===== src/rtl/core/dvt_pkg.sv =====
package dvt_pkg;

    localparam int QUEUE_DEPTH = 2;
    localparam int QPTR_W      = $clog2(QUEUE_DEPTH);

    localparam logic [7:0]  PAYLOAD_MASK  = 8'h7F;
    localparam logic [7:0]  CONT_BIT      = 8'h80;
    localparam logic [31:0] APPEND_CODE   = 32'hFFFF_FFFF;
    localparam logic [3:0]  VARINT_MAX    = 4'd5;
    localparam logic [3:0]  ABS_LAST_IDX  = 4'd11;

    typedef struct packed {
        logic [7:0] data_byte;
        logic       new_file;
    } in_word_t;

    typedef struct packed {
        logic [31:0]        point_time;
        logic signed [31:0] point_lat;
        logic signed [31:0] point_lon;
        logic               status;
    } out_word_t;

    typedef enum logic [1:0] {
        CMD_ABS   = 2'd0,
        CMD_DELTA = 2'd1,
        CMD_ERR   = 2'd2
    } cmd_kind_t;

    // abs: a/b/c are the point; delta: time delta, lat code, lon code
    typedef struct packed {
        cmd_kind_t   kind;
        logic [31:0] a;
        logic [31:0] b;
        logic [31:0] c;
    } cmd_t;

    typedef struct packed {
        logic push;
        logic full;
    } q_wr_ctl_t;

endpackage


===== src/rtl/core/dvt_front.sv =====
module dvt_front
    import dvt_pkg::*;
(
    input  logic      aclk,
    input  logic      aresetn,
    input  logic      in_valid,
    output logic      in_ready,
    input  in_word_t  in_data,
    output q_wr_ctl_t wr_ctl,
    output cmd_t      cmd,
    input  logic      q_full
);

    typedef enum logic [1:0] {
        PH_ABS  = 2'd0,
        PH_TIME = 2'd1,
        PH_LAT  = 2'd2,
        PH_LON  = 2'd3
    } phase_t;

    phase_t           phase_reg, phase_next;
    logic [3:0]       bc_reg, bc_next;
    logic [31:0]      acc_reg, acc_next;
    logic [31:0]      tdelta_reg, tdelta_next;
    logic [31:0]      latc_reg, latc_next;
    logic [11:0][7:0] abs_reg, abs_next;
    logic             halted_reg, halted_next;

    logic             accept;
    logic             push;
    phase_t           phase_e;
    logic [3:0]       bc_e;
    logic [31:0]      acc_e;
    logic             halted_e;
    logic [31:0]      acc_add;
    logic [31:0]      acc_new;
    logic [3:0]       lane;
    logic [3:0]       bc_inc;
    logic [7:0]       b;

    assign in_ready = !q_full;
    assign accept   = in_valid && in_ready;
    assign b        = in_data.data_byte;
    assign bc_inc   = bc_e + 4'd1;

    assign wr_ctl.push = push;
    assign wr_ctl.full = q_full;

    always_comb begin
        // new file drops any partial record and clears the halt
        phase_e  = phase_reg;
        bc_e     = bc_reg;
        acc_e    = acc_reg;
        halted_e = halted_reg;
        if (in_data.new_file) begin
            phase_e  = PH_ABS;
            bc_e     = 4'd0;
            acc_e    = 32'd0;
            halted_e = 1'b0;
        end

        case (bc_e[2:0])
            3'd0:    acc_add = {25'd0, b[6:0]};
            3'd1:    acc_add = {18'd0, b[6:0], 7'd0};
            3'd2:    acc_add = {11'd0, b[6:0], 14'd0};
            3'd3:    acc_add = {4'd0, b[6:0], 21'd0};
            3'd4:    acc_add = {b[3:0], 28'd0};
            default: acc_add = 32'd0;
        endcase
        acc_new = acc_e | acc_add;

        // lanes above the lon word fold back onto it
        lane = (bc_e < 4'd8) ? bc_e : {2'b10, bc_e[1:0]};

        phase_next  = phase_e;
        bc_next     = bc_e;
        acc_next    = acc_e;
        tdelta_next = tdelta_reg;
        latc_next   = latc_reg;
        abs_next    = abs_reg;
        halted_next = halted_e;
        push        = 1'b0;
        cmd         = '{kind: CMD_ERR, a: 32'd0, b: 32'd0, c: 32'd0};

        if (!halted_e) begin
            if (phase_e == PH_ABS) begin
                abs_next[lane] = b;
                bc_next        = bc_inc;
                if (bc_e >= ABS_LAST_IDX) begin
                    bc_next    = 4'd0;
                    acc_next   = 32'd0;
                    phase_next = PH_TIME;
                    push       = 1'b1;
                    cmd.kind   = CMD_ABS;
                    cmd.a      = abs_next[3:0];
                    cmd.b      = abs_next[7:4];
                    cmd.c      = abs_next[11:8];
                end
            end else if (bc_e >= VARINT_MAX) begin
                halted_next = 1'b1;
                push        = 1'b1;
            end else if ((b & CONT_BIT) != 8'd0) begin
                acc_next = acc_new;
                bc_next  = bc_inc;
                if (bc_inc >= VARINT_MAX) begin
                    halted_next = 1'b1;
                    bc_next     = 4'd0;
                    acc_next    = 32'd0;
                    push        = 1'b1;
                end
            end else begin
                acc_next = 32'd0;
                bc_next  = 4'd0;
                case (phase_e)
                    PH_TIME: begin
                        if (acc_new == APPEND_CODE) begin
                            phase_next = PH_ABS;
                        end else begin
                            tdelta_next = acc_new;
                            phase_next  = PH_LAT;
                        end
                    end
                    PH_LAT: begin
                        latc_next  = acc_new;
                        phase_next = PH_LON;
                    end
                    default: begin
                        phase_next = PH_TIME;
                        push       = 1'b1;
                        cmd.kind   = CMD_DELTA;
                        cmd.a      = tdelta_reg;
                        cmd.b      = latc_reg;
                        cmd.c      = acc_new;
                    end
                endcase
            end
        end

        if (!accept) begin
            phase_next  = phase_reg;
            bc_next     = bc_reg;
            acc_next    = acc_reg;
            tdelta_next = tdelta_reg;
            latc_next   = latc_reg;
            abs_next    = abs_reg;
            halted_next = halted_reg;
            push        = 1'b0;
        end
    end

    always_ff @(posedge aclk) begin
        if (!aresetn) begin
            phase_reg  <= PH_ABS;
            bc_reg     <= 4'd0;
            acc_reg    <= 32'd0;
            tdelta_reg <= 32'd0;
            latc_reg   <= 32'd0;
            abs_reg    <= '0;
            halted_reg <= 1'b0;
        end else begin
            phase_reg  <= phase_next;
            bc_reg     <= bc_next;
            acc_reg    <= acc_next;
            tdelta_reg <= tdelta_next;
            latc_reg   <= latc_next;
            abs_reg    <= abs_next;
            halted_reg <= halted_next;
        end
    end

endmodule


===== src/rtl/core/dvt_queue.sv =====
module dvt_queue
    import dvt_pkg::*;
(
    input  logic      aclk,
    input  logic      aresetn,
    input  q_wr_ctl_t wr_ctl,
    input  cmd_t      wr_cmd,
    output logic      full,
    output logic      not_empty,
    input  logic      pop,
    output cmd_t      rd_cmd,
    output logic [QPTR_W:0] count
);

    cmd_t              mem_reg [QUEUE_DEPTH];
    logic [QPTR_W-1:0] wr_ptr_reg, wr_ptr_next;
    logic [QPTR_W-1:0] rd_ptr_reg, rd_ptr_next;
    logic [QPTR_W:0]   count_reg, count_next;
    logic              do_pop;

    assign full      = (count_reg == (QPTR_W+1)'(QUEUE_DEPTH));
    assign not_empty = (count_reg != '0);
    assign count     = count_reg;
    assign rd_cmd    = mem_reg[rd_ptr_reg];
    assign do_pop    = pop && not_empty;

    always_comb begin
        // depth is a power of two, pointers wrap on their own
        wr_ptr_next = wr_ptr_reg;
        rd_ptr_next = rd_ptr_reg;
        count_next  = count_reg;
        if (wr_ctl.push) begin
            wr_ptr_next = wr_ptr_reg + 1'b1;
        end
        if (do_pop) begin
            rd_ptr_next = rd_ptr_reg + 1'b1;
        end
        case ({wr_ctl.push, do_pop})
            2'b10:   count_next = count_reg + 1'b1;
            2'b01:   count_next = count_reg - 1'b1;
            default: count_next = count_reg;
        endcase
    end

    always_ff @(posedge aclk) begin
        if (!aresetn) begin
            wr_ptr_reg <= '0;
            rd_ptr_reg <= '0;
            count_reg  <= '0;
        end else begin
            wr_ptr_reg <= wr_ptr_next;
            rd_ptr_reg <= rd_ptr_next;
            count_reg  <= count_next;
        end
    end

    always_ff @(posedge aclk) begin
        if (wr_ctl.push) begin
            mem_reg[wr_ptr_reg] <= wr_cmd;
        end
    end

endmodule


===== src/rtl/core/dvt_back.sv =====
module dvt_back
    import dvt_pkg::*;
(
    input  logic      aclk,
    input  logic      aresetn,
    input  logic      q_valid,
    input  cmd_t      q_cmd,
    output logic      pop,
    output logic      out_valid,
    input  logic      out_ready,
    output out_word_t out_data
);

    function automatic logic [31:0] unzigzag(input logic [31:0] v);
        unzigzag = {1'b0, v[31:1]} ^ {32{v[0]}};
    endfunction

    logic [31:0] last_time_reg, last_time_next;
    logic [31:0] last_lat_reg, last_lat_next;
    logic [31:0] last_lon_reg, last_lon_next;
    logic        out_valid_reg, out_valid_next;
    out_word_t   out_reg, out_next;

    assign pop       = q_valid && (!out_valid_reg || out_ready);
    assign out_valid = out_valid_reg;
    assign out_data  = out_reg;

    always_comb begin
        last_time_next = last_time_reg;
        last_lat_next  = last_lat_reg;
        last_lon_next  = last_lon_reg;
        out_next       = out_reg;
        out_valid_next = out_valid_reg && !out_ready;
        if (pop) begin
            out_valid_next = 1'b1;
            case (q_cmd.kind)
                CMD_ABS: begin
                    last_time_next = q_cmd.a;
                    last_lat_next  = q_cmd.b;
                    last_lon_next  = q_cmd.c;
                end
                CMD_DELTA: begin
                    last_time_next = last_time_reg + q_cmd.a;
                    last_lat_next  = last_lat_reg + unzigzag(q_cmd.b);
                    last_lon_next  = last_lon_reg + unzigzag(q_cmd.c);
                end
                default: begin
                end
            endcase
            if (q_cmd.kind == CMD_ABS || q_cmd.kind == CMD_DELTA) begin
                out_next.point_time = last_time_next;
                out_next.point_lat  = last_lat_next;
                out_next.point_lon  = last_lon_next;
                out_next.status     = 1'b0;
            end else begin
                out_next = '{point_time: 32'd0, point_lat: 32'sd0,
                             point_lon: 32'sd0, status: 1'b1};
            end
        end
    end

    always_ff @(posedge aclk) begin
        if (!aresetn) begin
            last_time_reg <= 32'd0;
            last_lat_reg  <= 32'd0;
            last_lon_reg  <= 32'd0;
            out_valid_reg <= 1'b0;
        end else begin
            last_time_reg <= last_time_next;
            last_lat_reg  <= last_lat_next;
            last_lon_reg  <= last_lon_next;
            out_valid_reg <= out_valid_next;
        end
    end

    always_ff @(posedge aclk) begin
        out_reg <= out_next;
    end

endmodule


===== src/rtl/core/delta_varint_track_decoder.sv =====
// Decodes a delta/varint track file fed one byte per word on s_data and
// returns one point on m_data for each finished record, or one error word
// (status 1, zero point) for a varint running past five bytes, after which
// bytes are dropped until a word with new_file set. A byte is taken every
// cycle as long as the two-word command queue between the byte parser and
// the point accumulator has room; a point reaches m_valid through the queue
// write and then the output register of the accumulator, and waits in the
// queue while m_ready holds the output register.
module delta_varint_track_decoder
    import dvt_pkg::*;
(
    input  logic      aclk,
    input  logic      aresetn,
    input  logic      s_valid,
    output logic      s_ready,
    input  in_word_t  s_data,
    output logic      m_valid,
    input  logic      m_ready,
    output out_word_t m_data
);

    q_wr_ctl_t       wr_ctl;
    cmd_t            wr_cmd;
    cmd_t            rd_cmd;
    logic            q_full;
    logic            q_not_empty;
    logic            q_pop;
    logic [QPTR_W:0] q_count;

    dvt_front u_front (
        .aclk     (aclk),
        .aresetn  (aresetn),
        .in_valid (s_valid),
        .in_ready (s_ready),
        .in_data  (s_data),
        .wr_ctl   (wr_ctl),
        .cmd      (wr_cmd),
        .q_full   (q_full)
    );

    dvt_queue u_queue (
        .aclk      (aclk),
        .aresetn   (aresetn),
        .wr_ctl    (wr_ctl),
        .wr_cmd    (wr_cmd),
        .full      (q_full),
        .not_empty (q_not_empty),
        .pop       (q_pop),
        .rd_cmd    (rd_cmd),
        .count     (q_count)
    );

    dvt_back u_back (
        .aclk      (aclk),
        .aresetn   (aresetn),
        .q_valid   (q_not_empty),
        .q_cmd     (rd_cmd),
        .pop       (q_pop),
        .out_valid (m_valid),
        .out_ready (m_ready),
        .out_data  (m_data)
    );

    a_no_push_when_full: assert property (@(posedge aclk) disable iff (!aresetn)
        wr_ctl.push |-> !wr_ctl.full)
        else $error("command pushed into a full queue");

    a_count_bound: assert property (@(posedge aclk) disable iff (!aresetn)
        q_count <= (QPTR_W+1)'(QUEUE_DEPTH))
        else $error("queue count out of range");

    a_error_zero_point: assert property (@(posedge aclk) disable iff (!aresetn)
        (m_valid && m_data.status) |->
            (m_data.point_time == 32'd0 && m_data.point_lat == 32'sd0 &&
             m_data.point_lon == 32'sd0))
        else $error("error word carries a point");

    a_pop_loads_output: assert property (@(posedge aclk) disable iff (!aresetn)
        q_pop |=> m_valid)
        else $error("popped command did not reach the output");

endmodule


===== config.mk =====
export PLATFORM = sky130hd
export DESIGN_NAME = delta_varint_track_decoder
export DESIGN_NICKNAME = d
export VERILOG_FILES = /design/src/rtl/core/dvt_pkg.sv /design/src/rtl/core/dvt_front.sv /design/src/rtl/core/dvt_queue.sv /design/src/rtl/core/dvt_back.sv /design/src/rtl/core/delta_varint_track_decoder.sv
export SDC_FILE = /design/constraint.sdc
export NUM_CORES = 1
export LEC_CHECK = 0
export BUFFER_PORTS_ARGS = -buffer_cell sky130_fd_sc_hd__buf_4
export CAP_MARGIN = 20
export CORE_ASPECT_RATIO = 2
export CORE_MARGIN = 1.5
export CORE_UTILIZATION = 63
export CTS_CLUSTER_DIAMETER = 50
export CTS_CLUSTER_SIZE = 28
export DETAILED_ROUTE_END_ITERATION = 10
export GPL_TIMING_DRIVEN = 0
export PLACE_DENSITY_LB_ADDON = 0.15
export SLEW_MARGIN = 20
export SYNTH_ARGS = -nofsm -noshare
export SYNTH_HDL_FRONTEND = slang
export SYNTH_SLANG_ARGS = --single-unit

===== constraint.sdc =====
create_clock -name aclk -period 8.39 [get_ports aclk]
set_clock_uncertainty 0.2 [all_clocks]
set_input_delay 0 -clock aclk [delete_from_list [all_inputs] [get_ports aclk]]
set_output_delay 0 -clock aclk [all_outputs]
set_load 0.005 [all_outputs]

# Yosys cells after proc, flatten, opt, wreduce, memory -nomap -nowiden
# Memories as Yosys holds them, arrays and structs flattened. A register that Yosys moved wholly into a read port is not among the register bits.
# Cells that the tools add are included.
[totals]
reg_bits = 397
ram_bits = 196
inputBits = 13
output_inout_bits = 99
word_cells = 138
mem_count = 1
[classes]
addsub = 8
order_cmp = 6
eq_ne = 11
n_mux = 56
bitwise_logic = 8
n_reduce_logical = 19
[mem_list]
columns = ["name", "depth", "word_bits", "rd", "rd_ports_with_merged_regs", "wr", "line_no", "source"]
rows = [
  ["u_queue.mem_reg", 2, 98, 1, 1, 1, "dvt_queue.sv:15", "cmd_t mem_reg [QUEUE_DEPTH];"],
]
[op_table]
columns = ["operator", "count"]
rows = [
  ["$mux W98", 6],
  ["$mux W32", 7],
  ["$pmux W32 S2", 3],
  ["$pmux W32 S5", 1],
  ["$add A32 B32 Y32", 3],
  ["$bwmux W96", 1],
  ["$xor A31 B32 Y32", 2],
  ["$demux W8 S4", 1],
  ["$eq A32 B32 Y1 const B", 1],
  ["$mux W4", 8],
  ["$or A32 B32 Y32", 1],
  ["$mux W1", 19],
  ["$mux W2", 7],
  ["$ge A4 B3 Y1 const B", 2],
  ["$mux W8", 1],
  ["$pmux W2 S2", 2],
  ["$reduce_and A7 Y1", 1],
  ["$eq A2 B1 Y1 const B", 3],
  ["$eq A2 B2 Y1 const B", 3],
  ["$eq A3 B2 Y1 const B", 2],
  ["$reduce_and A6 Y1", 1],
  ["$logic_and A1 B1 Y1", 5],
  ["$lt A4 B5 Y1 const B", 1],
  ["$not A1 Y1", 5],
  ["16 further kinds", 22],
]

# Depth between registers and ports, before layout
[depth]
depth_word = 11
depth_mapped = 18
depth_no_buf = 15

# Cells and area by module
# From an unflattened synthesis, not the netlist that was laid out.
[unflattened]
hier_cells = 3221
area_unflattened_um2 = 31411.4
[by_module_without_submodules]
columns = ["module", "n_inst", "cells_per_inst", "area_per_inst_um2"]
rows = [
  ["dvt_back", 1, 1488, 13581.8],
  ["dvt_front", 1, 1405, 10540.1],
  ["dvt_queue", 1, 328, 7289.5],
]

# Worst setup path before layout
# Ideal clock, no wire load.
[synth_path]
kind = "register -> register"
startpoint = "register u_front.bc_reg[0]"
endpoint = "memory u_queue.mem_reg[0][0] (netlist name), enable pin"
setup_time_ns = 0.556
arrival_time_ns = 5.927
required_time_ns = 7.634
path_slack_ns = 1.707
stages_incl_launch_ff = 11
n_path_buf = 0
period_less_slack_ns = 6.683
cell_sequence = "dfxtp_1 -> nor2b_1 -> inv_1 -> ha_1 -> nand2b_1 -> a21oi_1 -> nor2_1 -> nor2_1 -> nor2_1 -> o311ai_2 -> nor2_1"
[synth_via]
elab_chain_len = 11
[synth_rtl]
columns = ["item", "line_no", "source"]
rows = [
  ["start, declared", "dvt_front.sv:22", "logic [3:0] bc_reg, bc_next;"],
  ["start signal, assigned", "dvt_front.sv:162", "bc_reg <= bc_next;"],
  ["$mux W4 (*)", "dvt_front.sv:55", "if (in_data.new_file) begin"],
  ["$add A4 B1 Y4", "dvt_front.sv:44", "assign bc_inc = bc_e + 4'd1;"],
  ["$ge A4 B3 Y1", "dvt_front.sv:105", "if (bc_inc >= VARINT_MAX) begin"],
  ["$mux W1", "dvt_front.sv:105", ""],
  ["$mux W1", "dvt_front.sv:102", "end else if ((b & CONT_BIT) != 8'd0) begin"],
  ["$mux W1", "dvt_front.sv:99", "end else if (bc_e >= VARINT_MAX) begin"],
  ["$mux W1 (*)", "dvt_front.sv:86", "if (phase_e == PH_ABS) begin"],
  ["$mux W1 (*)", "dvt_front.sv:85", "if (!halted_e) begin"],
  ["$mux W1 (*)", "dvt_front.sv:139", "if (!accept) begin"],
  ["$mux W1 (*)", "dvt_queue.sv:58", "if (wr_ctl.push) begin"],
  ["$mux W1 (implied by the code) (*)", "dvt_queue.sv:59", "mem_reg[wr_ptr_reg] <= wr_cmd;"],
  ["end, declared", "dvt_queue.sv:15", ""],
]
# Mark *: on every way between the ends. The rest lies on a longest branch, timed or not.

==> reports/summary.txt <==
Status - complete, no violations
Vias - 26100
Post-DP HPWL - 81400 um
Vias in the first global route - 25700
Post-synth ARST share - 0%
Post-synthesis sequential area ratio - 49.6%
Worst EP required - 8.52 ns
ANT nets after route - 0
Worst R2R End - u_back.out_data[63]$_SDFFCE_PP0P_
Max-cap viol count - 0
Worst Reg-to-Reg Cells - 17
P per Cell Area - 280 mW/mm2
DR pass1 iterations - 6
Sequential Area - 0.0148 mm2
# port buffers - 109
Distinct cell type count after synthesis - 73
R2r setup slk - 2.10 ns
Fillcell total - 3645
# diodes - 0
Die Area - 0.0488 mm2
CTS Buffer Depth - 3
H-tree Lvls - 2
Setup Fix Bufs, Post-CTS - 0
Pre-CTS setup slack - 2.56 ns
Post-Syn Area per Cell - 9.59 um2
Initial Util - 63.8%
Die X - 157 um
Yosys warns - 0
Xor and xnor fraction of the mapped netlist area - 4.31%
Worst slew margin - 12.1%
Clock latency on the worst-skew pair - 0.60 ns
WHS - 0.140 ns
Fmax - 159 MHz
Endpoints failing setup - 0
Hold WC Path Type - in2reg
Worst-margin pin slew - 1.32 ns
Area of the multi-input gates - 0.0141 mm2
First-pass GRT wire length - 155000 um
Pins Over Slew Limit - 0
Tcrit/Tclk final - 74.9%
Total nets after synthesis - 3237
Synth Cell Area - 0.0299 mm2
Peak supply drop - 0.240 mV
Die Ht - 311 um
Max Fanout on Critical Path - 10
Finished Layout Cells - 3954
Mux contribution to synthesized area - 7.18%
Post-Place Cells - 3860
Most common cell after layout, fill and taps aside - nor2_1
Worst Setup End Kind - flop
Cts repair resizes - 0
Compound-gate portion of the synthesized area - 18.4%
Core ar. - 0.0468 mm2
Worst Path Arrival - 6.42 ns
Residual DRC - 0
Main combinational cell family by area after synthesis - compound AO/OA/AOI/OAI gates
Vias per inst - 6.59
Hold Path Depth - 3
Design area - 0.0332 mm2
Share of layout cells above drive strength 1 - 8.06%
Critical path launch point type - flop
Hold Vio Cnt, Final - 0
Number of antenna violations at the first check in global routing - 1
Largest net degree at the start of global routing - 63
Adder-cell share of the synthesized area - 4.60%
Hold Startpoint - s_data[7]
Reg clk slew, reported paths - 0.09 ns
Post-route minimum period - 6.29 ns
Clock root cell - clkbuf_16
I/O Pins - 112
GPL Wtd Cong - 1.10
Global route overflow - 0
Primary FF master, synth - dfxtp_1
Detailed Route WL - 107000 um
WL per Instance - 27.0 um
Nets - 3419
Simple-Gate Fraction of Synth Area - 12.5%
Row count - 112
#FFs+latches synth - 594
Max reg flops - 196
Post-synth EDFFs - 293
Total CTS buffers - 38
Unrepaired setup endpoints after global routing - false
Setup Crit Path Kind - reg2reg
LEAKAGE - 12.1 nW
Initial DRC count - 2666
Syn Inst Count - 3116
Most frequent cells in the layout - nor2_1, nand2_1, dfxtp_1, a21oi_1, edfxtp_1
Area Overhead vs Synth - 11.2%
Placed Area - 0.0317 mm2
Final Util - 71.0%
Worst setup margin - 2.10 ns
GRT Overall Usage - 43.5%
Sink of the worst hold path - u_front.latc_reg[20]$_SDFFE_PN0P_
TritonCTS clock tree - built
CTS Sinks - 594
[final cells by class]
class,count,share of cell area [%]
inverter,39,0.441
clock inverter,24,0.927
sequential,594,44.6
timing repair buffer,142,3.62
tap,627,2.36
buffer,221,2.66
multi-input combinational,2262,42.3
clock buffer,45,3.04
[power breakdown]
group | leakage, nW | switching, mW | internal (mW)
clock network | 0.634 | 1.13 | 0.959
logic | 6.24 | 2.24 | 1.29
registers | 5.19 | 0.164 | 3.51
total | 12.1 | 3.53 | 5.76
[synth_stat cells (4+ instances only)]
cell type	count	area, um2
mux2_2	35	394
nor2b_1	14	87.6
nor3_1	32	160
dfxtp_1	301	6030
nand3_1	46	230
a211o_1	4	35.0
a32o_1	6	60.1
nor2_1	372	1400
o21bai_1	16	120
a31oi_1	22	138
a22oi_1	48	360
nand4_1	19	119
xor2_1	85	744
a21o_1	45	338
xnor2_1	62	543
and2_1	20	125
o221ai_1	4	35.0
and3_1	14	87.6
buf_1	20	75.1
mux2i_1	175	1750
a221oi_1	4	35.0
or3_1	18	113
a41oi_1	4	35.0
a211oi_1	96	721
o21ai_1	6	30.0
a21oi_1	298	1490
clkbuf_1	185	694
inv_1	36	135
nor4_1	7	43.8
o211ai_1	17	128
o21ai_0	260	1300
buf_2	9	45.0
nand2b_1	10	62.6
edfxtp_1	293	8800
o22ai_1	29	181
o21a_1	15	113
nand2_1	320	1200
a21oi_2	4	35.0
ha_1	105	1310
[cells by family after synthesis]
logic type                 after synthesis
muxes                                  210
adders and majority gates              108
xor gates and xnor gates               147
and+or+nand+nor                        885
buffers and inverters                  260
AOI/OAI and AO/OA                      912
DFF                                    594
[worst max-delay path, stage by stage, from the launching register on]
cell      delay [ns]
dfxtp_1         0.30
buf_2           0.26
buf_1           0.48
clkbuf_1        0.83
mux2i_1         0.64
xor2_1          0.17
inv_1           0.11
fa_1            0.34
nor2b_1         0.12
o211ai_1        0.24
a21oi_1         0.12
o21ai_0         0.30
nand4b_1        0.21
a311oi_1        0.96
o21ai_0         0.25
xnor2_1         0.25
nor2_1          0.06
o21a_1          0.19
[worst max-delay path by stage]
stage,from,endpoint,slack [ns],depth (start not counted)
after floorplan,u_front.bc_reg[0]$_SDFFE_PN0P_,u_queue.mem_reg[0][0]$_DFFE_PP_,1.71,10
after global placement,s_data[0],u_queue.mem_reg[1][76]$_DFFE_PP_,-0.85,13
after detailed placement,flop,u_back.out_data[63]$_SDFFCE_PP0P_,2.56,17
after CTS,flop,u_back.out_data[59]$_SDFFCE_PP0P_,2.52,17
after global routing,flop,u_back.out_data[63]$_SDFFCE_PP0P_,2.05,17
final,flop,u_back.out_data[63]$_SDFFCE_PP0P_,2.10,17
[timing repair]
item	4_1_cts	5_1_grt
setup endpoints to repair	0	0
hold buffers	14	0
hold endpoints to repair	56	0
[routing by layer]
metal	part of all wire [%]	global-route usage [%]	wire length [um]	up-vias
met5	0.012	0	13	-
li1	-	-	-	11600
met4	13	45.8	13900	2
met2	48	72.4	50700	1595
met1	32	43.3	34000	12300
met3	7.6	8.23	8110	610
[through the flow]
stage | setup TNS, ns | total power, mW
after detailed placement | 0 | 7.13
after floorplan | 0 | 5.91
after CTS | 0 | 9.18
final | 0 | 9.29
after global placement | -163.39 | 7.07
after global routing | 0 | 9.66
No activity file was read; power rests on OpenSTA's default activity.
